===== src/rtl/bgsr_pkg.sv =====
`timescale 1ns / 1ps
// ----------------------------------------------------------------------------
// bgsr_pkg
// Shared types and codes of the bitmap glyph span renderer: command and
// register codes, the queued command beat, the config bundle and the result.
// ----------------------------------------------------------------------------
package bgsr_pkg;

  localparam int GLYPH_COUNT_DEF    = 256;
  localparam int MAX_GLYPH_ROWS_DEF = 16;
  localparam int COORD_BITS_DEF     = 12;
  localparam int QUEUE_DEPTH        = 2;

  localparam int COORD_OUT_W = 12;
  localparam int PATTERN_W   = 16;
  localparam int SPAN_W      = 17;

  // input command codes
  localparam logic [1:0] CMD_WRITE_ROW = 2'd0;
  localparam logic [1:0] CMD_DRAW      = 2'd1;
  localparam logic [1:0] CMD_SET_PEN   = 2'd2;

  // config register indexes; the color register (index 6) is accepted and dropped
  localparam logic [2:0] REG_GLYPH_WIDTH    = 3'd0;
  localparam logic [2:0] REG_GLYPH_HEIGHT   = 3'd1;
  localparam logic [2:0] REG_CHAR_GAP       = 3'd2;
  localparam logic [2:0] REG_STYLE_MODE     = 3'd3;
  localparam logic [2:0] REG_UNDERLINE_MODE = 3'd4;
  localparam logic [2:0] REG_STRIKE_MODE    = 3'd5;

  // underline / strike modes
  localparam logic [1:0] LINE_SINGLE = 2'd1;
  localparam logic [1:0] LINE_DOUBLE = 2'd2;

  localparam int STYLE_ITALIC_BIT = 0;
  localparam int STYLE_BOLD_BIT   = 1;

  localparam logic [4:0] DIM_MAX = 5'd16;

  typedef enum logic [1:0] {
    OP_WRITE_ROW,
    OP_DRAW,
    OP_SET_PEN
  } op_e;

  typedef struct packed {
    op_e                  op;
    logic [7:0]           ch;       // already reduced modulo the glyph count
    logic [3:0]           row;
    logic [PATTERN_W-1:0] pattern;
    logic signed [11:0]   px;
    logic signed [11:0]   py;
  } cmd_t;

  typedef struct packed {
    logic [4:0] width;      // clamped 1..16
    logic [4:0] height;     // clamped 1..max rows
    logic [4:0] gap;        // two's complement
    logic [1:0] style;
    logic [1:0] underline;
    logic [1:0] strike;
  } cfg_t;

  typedef struct packed {
    logic                          kind;
    logic signed [COORD_OUT_W-1:0] x;
    logic signed [COORD_OUT_W-1:0] y;
    logic [SPAN_W-1:0]             bits;
    logic signed [COORD_OUT_W-1:0] end_x;
    logic                          last;
  } res_t;

endpackage


===== src/rtl/bgsr_fifo.sv =====
`timescale 1ns / 1ps
// ----------------------------------------------------------------------------
// bgsr_fifo
// Small show-ahead queue; the head entry is visible while empty_o is low.
// ----------------------------------------------------------------------------
module bgsr_fifo #(
  parameter int WIDTH = 1,
  parameter int DEPTH = bgsr_pkg::QUEUE_DEPTH
) (
  input  logic             clk_i,
  input  logic             rst_ni,
  input  logic             push_i,
  input  logic [WIDTH-1:0] data_i,
  output logic             full_o,
  input  logic             pop_i,
  output logic [WIDTH-1:0] data_o,
  output logic             empty_o
);
  localparam int PW   = (DEPTH > 1) ? $clog2(DEPTH) : 1;
  localparam int CNTW = $clog2(DEPTH + 1);

  logic [WIDTH-1:0] slot_q [DEPTH];
  logic [PW-1:0]    wr_ptr_q, rd_ptr_q;
  logic [CNTW-1:0]  count_q;
  logic             do_push, do_pop;

  assign full_o  = (count_q == CNTW'(DEPTH));
  assign empty_o = (count_q == '0);
  assign do_push = push_i && !full_o;
  assign do_pop  = pop_i && !empty_o;
  assign data_o  = slot_q[rd_ptr_q];

  always_ff @(posedge clk_i or negedge rst_ni) begin
    if (!rst_ni) begin
      wr_ptr_q <= '0;
      rd_ptr_q <= '0;
      count_q  <= '0;
    end else begin
      if (do_push) begin
        wr_ptr_q <= (wr_ptr_q == PW'(DEPTH - 1)) ? '0 : wr_ptr_q + 1'b1;
      end
      if (do_pop) begin
        rd_ptr_q <= (rd_ptr_q == PW'(DEPTH - 1)) ? '0 : rd_ptr_q + 1'b1;
      end
      if (do_push && !do_pop) begin
        count_q <= count_q + 1'b1;
      end else if (do_pop && !do_push) begin
        count_q <= count_q - 1'b1;
      end
    end
  end

  always_ff @(posedge clk_i) begin
    if (do_push) begin
      slot_q[wr_ptr_q] <= data_i;
    end
  end

endmodule


===== config.mk =====
export PLATFORM = sky130hd
export DESIGN_NAME = bgsr_fifo
export DESIGN_NICKNAME = d
export VERILOG_FILES = /design/src/rtl/bgsr_pkg.sv /design/src/rtl/bgsr_fifo.sv
export SDC_FILE = /design/constraint.sdc
export NUM_CORES = 1
export LEC_CHECK = 0
export ABC_CLOCK_PERIOD_IN_PS = 1600
export BUFFER_PORTS_ARGS = -buffer_cell sky130_fd_sc_hd__buf_2
export CORE_AREA = 2 2 39 41
export DETAILED_ROUTE_END_ITERATION = 7
export DIE_AREA = 0 0 41 43
export GPL_TIMING_DRIVEN = 1
export MAX_ROUTING_LAYER = met4
export PLACE_DENSITY = 0.45
export SYNTH_ARGS = -nofsm -noshare
export SYNTH_HDL_FRONTEND = slang
export SYNTH_SLANG_ARGS = --single-unit

===== constraint.sdc =====
create_clock -name clk_i -period 1.6 [get_ports clk_i]
set_clock_uncertainty 0.05 [all_clocks]
set_input_delay 0.32 -clock clk_i [delete_from_list [all_inputs] [get_ports clk_i]]
set_output_delay 0.32 -clock clk_i [all_outputs]
set_load 0.05 [all_outputs]

==> results of run 1 <==
## sequential cells by signal, summed over array words and instances (netlist names)
register  cells
count_q       2
rd_ptr_q      1
slot_q        2
wr_ptr_q      1
## power by group
group | internal, mW | leakage [nW] | switching, mW
logic | 0.155 | 0.0987 | 0.253
clock network | 0.0945 | 0.0150 | 0.0543
registers | 0.231 | 0.0652 | 0.0447
total | 0.480 | 0.179 | 0.352
## worst max path at each step
stage                             to  cells after the start
after floorplan              empty_o                      1
after global placement    count_q[1]                      6
after detailed placement  count_q[1]                      6
after CTS                     data_o                      2
after global routing          data_o                      2
final                         data_o                      2
## per-stage QoR
step / total power [mW] / worst slack, ns
global placement: 0.667 / 0.208
finish: 0.832 / 0.0749
floorplan: 0.590 / 0.163
CTS: 0.847 / 0.0539
global route: 0.898 / 0.00626
detailed placement: 0.685 / 0.142
## cell usage after synthesis
cell type / count
nand2b_1: 1
inv_1: 2
xor2_1: 2
nor2_1: 3
nand2_1: 1
o21ai_1: 1
edfxtp_1: 2
xnor2_1: 3
and3_1: 1
dfrtp_1: 4
ha_1: 1
mux2_2: 1
## repair_timing
action | CTS | global route
resized for setup | 0 | 0
hold endpoints to repair | 4 | 0
hold buffers | 1 | 0
## kinds of logic after synthesis
logic type	Yosys count
adders and majority gates	1
xor gates and xnor gates	5
AOI/OAI and AO/OA	1
buffers and inverters	2
DFF	6
and+or+nand+nor	6
muxes	1
## final cells by class
type / count / area [sq um] / share of cell area
timing repair buffer: 9 / 52.6 / 0.143
multi-input combinational: 14 / 100 / 0.273
inverter: 2 / 7.51 / 0.0205
sequential: 6 / 160 / 0.437
clock buffer: 4 / 26.3 / 0.0717
tap: 16 / 20.0 / 0.0546
## metal layers
layer	share of wire	wire length, microns	vias up	GRT usage
li1	-	-	97	-
met1	0.50	219	78	0.0787
met2	0.38	170	8	0.0750
met3	0.12	52	0	0.0628
met4	0	0	0	0.0600
met5	0	0	-	-
==> reports/results.txt, run 1 <==
CP Cell Sequence: mux2_2 -> buf_2
Final Setup Violations: 0
Register-to-Register Path Depth: 6
outcome: complete, no violations
Worst setup SP type: flip-flop
post-synthesis mux area share: 0.0421
Clock Tree Root: clkbuf_4
Worst-path clk slew: 0.05 ns
Skew-Pair Late Insertion Delay: 0.24 ns
core region area: 1380 sq um
adder-cell share of the synthesized area: 0.0467
final core utilization: 0.265
Synth Area in Simple Gates: 0.103
Antenna Violating Nets Remaining: 0
Die H: 43 microns
peak supply drop: 0.000824 V
Syn Area/Cell: 12.2 sq um
Compound-Gate Fraction of Synth Area: 0.0187
first-pass GRT wire length: 703 microns
Antenna Cells: 0
Max-cap violations: 0
Synth area leaders: dfrtp_1 (37%), edfxtp_1 (22%), xnor2_1 (9.8%)
Distinct cells, synth: 12
Hold Crit Endpoint: slot_q[0]
Hold Path Stages: 1
vias per inst: 3.59
final hold vios: 0
worst reg2reg startpoint: count_q[0]
CTS Buffer Depth: 2
worst relative slew slack: 0.836
share of post-route cells with drive strength above 1: 0.343
final period utilization: 0.953
CTS tree: built
die width: 41 microns
total number of vias: 183
cell taking the most area after synthesis: dfrtp_1
LEAKAGE: 0.179 nW
Synth Warn #: 0
port bufs: 7
CTS Sinks: 6
type of the worst min-delay path: in2reg
largest family of logic cells by synthesized area: XOR/XNOR gates
Peak Freq: 0.656 GHz
routed length per instance: 8.67 microns
fillers: 146
Crit path buffers/inverters: 1
Post-Syn Area: 268 sq um
max-slew violations: 0
Tmin final: 1.53 ns
Crit path arrival time: 1.16 ns
placed cell area: 330 sq um
sequential-to-total area share from yosys stat: 0.598
Syn-to-layout area delta: 36.9%
Final Instance Area: 367 sq um
Crit path largest cell delay: 0.37 ns
placed cells: 46
DRT iter0 DRCs: 2
DPL Wire Length: 359 microns
WHS: 0.224 ns
DRC: 0
largest net degree at the start of global routing: 5
Gate Count Post-Synth: 22
Worst Tran Pin Value: 0.248 ns
Seq cells post-synth: 6
Non-Filler Instances: 51
initial antenna violation count: 0
Total GRT Usage: 0.0714
H-tree depth: 1
commonest non-fill, non-tap cell in the layout: buf_2
initial core utilization: 0.193
final net count: 42
TritonCTS buffer count: 3
# rows: 14
io pins: 8
Crit path max-delay family: flip-flops
pwr/cell area: 2270 nW/um^2
Die ar.: 1760 sq um
RePlAce Congestion: 0.669
Overflow after GRT: 0
Synthesized Nets: 28
xor and xnor area share after synthesis: 0.164
Setup Buffers After CTS: 0
CP startpoint: rd_ptr_q
setup_tns: 0 ns
most frequent cells in the layout: buf_2 (7), dfrtp_1 (4), nor2_1 (3), xnor2_1 (3), clkbuf_4 (3)
worst reg2reg path endpoint: count_q[1]
min-delay src: data_i
fraction of synthesized cell area taken by the top area cell type: 0.374
Routed WL: 442 microns
r2r setup slk: 0.13 ns
Worst EP required: 1.23 ns
vias in the first global route: 177
unrepaired setup endpoints after global routing: false
CP max FO: 2
Crit. End Element: output port
DR pass1 iterations: 4
critical path's slowest cell: dfrtp_1
Setup CP Type: reg2out
(Power assumes the default switching activity.)
==> run 2: changes to the inputs <==
==> config.mk (replaced) <==
export PLATFORM = sky130hd
export DESIGN_NAME = bgsr_fifo
export DESIGN_NICKNAME = d
export VERILOG_FILES = /design/src/rtl/bgsr_pkg.sv /design/src/rtl/bgsr_fifo.sv
export SDC_FILE = /design/constraint.sdc
export NUM_CORES = 1
export LEC_CHECK = 0
export ABC_CLOCK_PERIOD_IN_PS = 1300
export CORE_AREA = 2 2 39 41
export DETAILED_ROUTE_END_ITERATION = 7
export DIE_AREA = 0 0 41 43
export DONT_BUFFER_PORTS = 1
export GPL_TIMING_DRIVEN = 1
export MAX_ROUTING_LAYER = met4
export PLACE_DENSITY = 0.32
export SYNTH_ARGS = -nofsm -noshare
export SYNTH_HDL_FRONTEND = slang
export SYNTH_SLANG_ARGS = --single-unit
==> constraint.sdc (replaced) <==
create_clock -name clk_i -period 1.3 [get_ports clk_i]
set_clock_uncertainty 0.05 [all_clocks]
set_input_delay 0.26 -clock clk_i [delete_from_list [all_inputs] [get_ports clk_i]]
set_output_delay 0.26 -clock clk_i [all_outputs]
set_load 0.05 [all_outputs]
==> reports/results.txt, run 2 (synthesis gave the netlist of run 1 again) <==
outcome: complete, but fails checks
failing checks: setup timing
unrepaired setup endpoints after global routing: true
vias per inst: 3.96 (+10%)
core region area: 1380 sq um (unchanged)
# rows: 14 (unchanged)
critical path's slowest cell: dfrtp_1
type of the worst min-delay path: in2reg
RePlAce Congestion: 0.654 (-2.2%)
Crit path arrival time: 1.09 ns (-0.07 ns)
Routed WL: 541 microns (+22%)
initial antenna violation count: 0 (unchanged)
Clock Tree Root: clkbuf_4
Worst setup SP type: flip-flop
placed cell area: 385 sq um (+17%)
die width: 41 microns (unchanged)
setup_tns: -0.275 ns (-0.275 ns)
pwr/cell area: 2990 nW/um^2 (+32%)
met3 wire length: 20 microns (-62%)
CP Cell Sequence: nand2b_4 -> buf_6 -> inv_4 -> buf_12
metal2 WL: 304 microns (+79%)
largest net degree at the start of global routing: 5 (unchanged)
most frequent cells in the layout: buf_4 (8), xnor2_1 (3), clkbuf_4 (3), dfrtp_1 (3)
commonest non-fill, non-tap cell in the layout: buf_4
Total GRT Usage: 0.0900 (+0.0185)
PnR worst setup slack: -0.105 ns (-0.180 ns)
routed length per instance: 9.84 microns (+13%)
max-slew violations: 0 (unchanged)
TritonCTS buffer count: 3 (unchanged)
share of post-route cells with drive strength above 1: 0.590 (+0.247)
Crit path max-delay family: flip-flops
Worst Tran Pin Value: 0.206 ns (-0.0419 ns)
Die ar.: 1760 sq um (unchanged)
r2r setup slk: -0.07 ns (-0.20 ns)
Worst-path clk slew: 0.05 ns (about the same)
Crit. End Element: output port
Setup CP Type: reg2out
M1 WL: 196 microns (-11%)
Peak Freq: 0.712 GHz
Skew-Pair Late Insertion Delay: 0.24 ns (about the same)
final net count: 46 (+9.5%)
DRT iter0 DRCs: 5 (+3)
total number of vias: 218 (+19%)
final hold vios: 0 (unchanged)
DPL Wire Length: 389 microns (+8.4%)
first-pass GRT wire length: 890 microns (+27%)
fillers: 150 (+2.7%)
initial core utilization: 0.193 (unchanged)
CTS tree: built
LEAKAGE: 0.223 nW (+25%)
final period utilization: 1.08
top flop regs: count_q: 2 flops, slot_q: 2 flops
CTS Buffer Depth: 2 (unchanged)
Crit path largest cell delay: 0.40 ns (+0.03 ns)
H-tree depth: 1 (unchanged)
port bufs: 0 (-7)
Antenna Cells: 0 (unchanged)
Syn-to-layout area delta: 85.0%
vias in the first global route: 246 (+39%)
DRC: 0 (unchanged)
Die H: 43 microns (unchanged)
CTS Sinks: 6 (unchanged)
Overflow after GRT: 0 (unchanged)
Tmin final: 1.40 ns
io pins: 8 (unchanged)
Worst EP required: 0.99 ns (-0.24 ns)
Max-cap violations: 0 (unchanged)
Top Layer Used: met4
CP max FO: 4 (+2)
Crit path buffers/inverters: 3 (+2)
DR pass1 iterations: 2 (-2)
peak supply drop: 0.000959 V (+16%)
Final Setup Violations: 4 (+4)
post-layout power: 1.48 mW (+78%)
worst relative slew slack: 0.862 (+0.0263)
Antenna Violating Nets Remaining: 0 (unchanged)
Final Instance Area: 495 sq um (+35%)
-- run 2: where the power goes --
group	switching, mW	internal, mW	total, mW
logic	0.409	0.516	0.925
clock network	0.0736	0.117	0.190
registers	0.0780	0.287	0.365
-- run 2: worst reg2reg max path, cell delays in order, from the launching register on --
cell,delay [ns]
dfrtp_1,0.40
buf_4,0.15
o21ai_4,0.16
ha_4,0.15
xor2_1,0.13
nor2_1,0.06
xor2_1,0.15
-- run 2: metal layers --
layer	global-route usage	vias to the layer above
li1	-	105
met1	0.0719	106
met2	0.119	5
met3	0.0314	2
met4	0.140	0
met5	-	-
-- run 2: area by class of cell --
class,instances,area (sq um),share of cell area
Sequential cell,6,161,0.326
Multi-Input combinational cell,14,145,0.293
Inverter,2,10.0,0.0202
Tap cell,16,20.0,0.0404
Clock buffer,4,26.3,0.0530
Timing Repair Buffer,13,133,0.268
-- run 2: repair_timing --
action | 4_1_cts | 5_1_grt
hold buffers | 1 | 0
pin swaps | 2 | 2
buffers inserted | 3 | 1
gates resized for setup | 8 | 3
setup endpoints to repair | 4 | 4
endpoints found under the hold margin | 4 | 0
-- run 2: worst paths after layout --
kind,depth (start not counted),start,endpoint
setup / recovery,4,count_q[0],full_o
hold / removal,0,data_i,slot_q[0]
setup reg to reg,6,count_q[0],count_q[1]
hold reg to reg,1,wr_ptr_q,wr_ptr_q
max in group asynchronous,1,rst_ni,count_q[1]
min in group asynchronous,1,rst_ni,wr_ptr_q
-- run 2: metrics by stage --
step           setup slack, ns  cells   util  hold slack, ns
6_report                -0.105     55  0.358          0.0584
4_1_cts                 -0.119     54  0.344          0.0466
2_1_floorplan          -0.0732     22      -         -0.0856
3_5_place_dp           -0.0667     46  0.278         -0.0855
5_1_grt                 -0.153     55  0.358          0.0421
3_3_place_gp           -0.0444     46  0.278         -0.0855
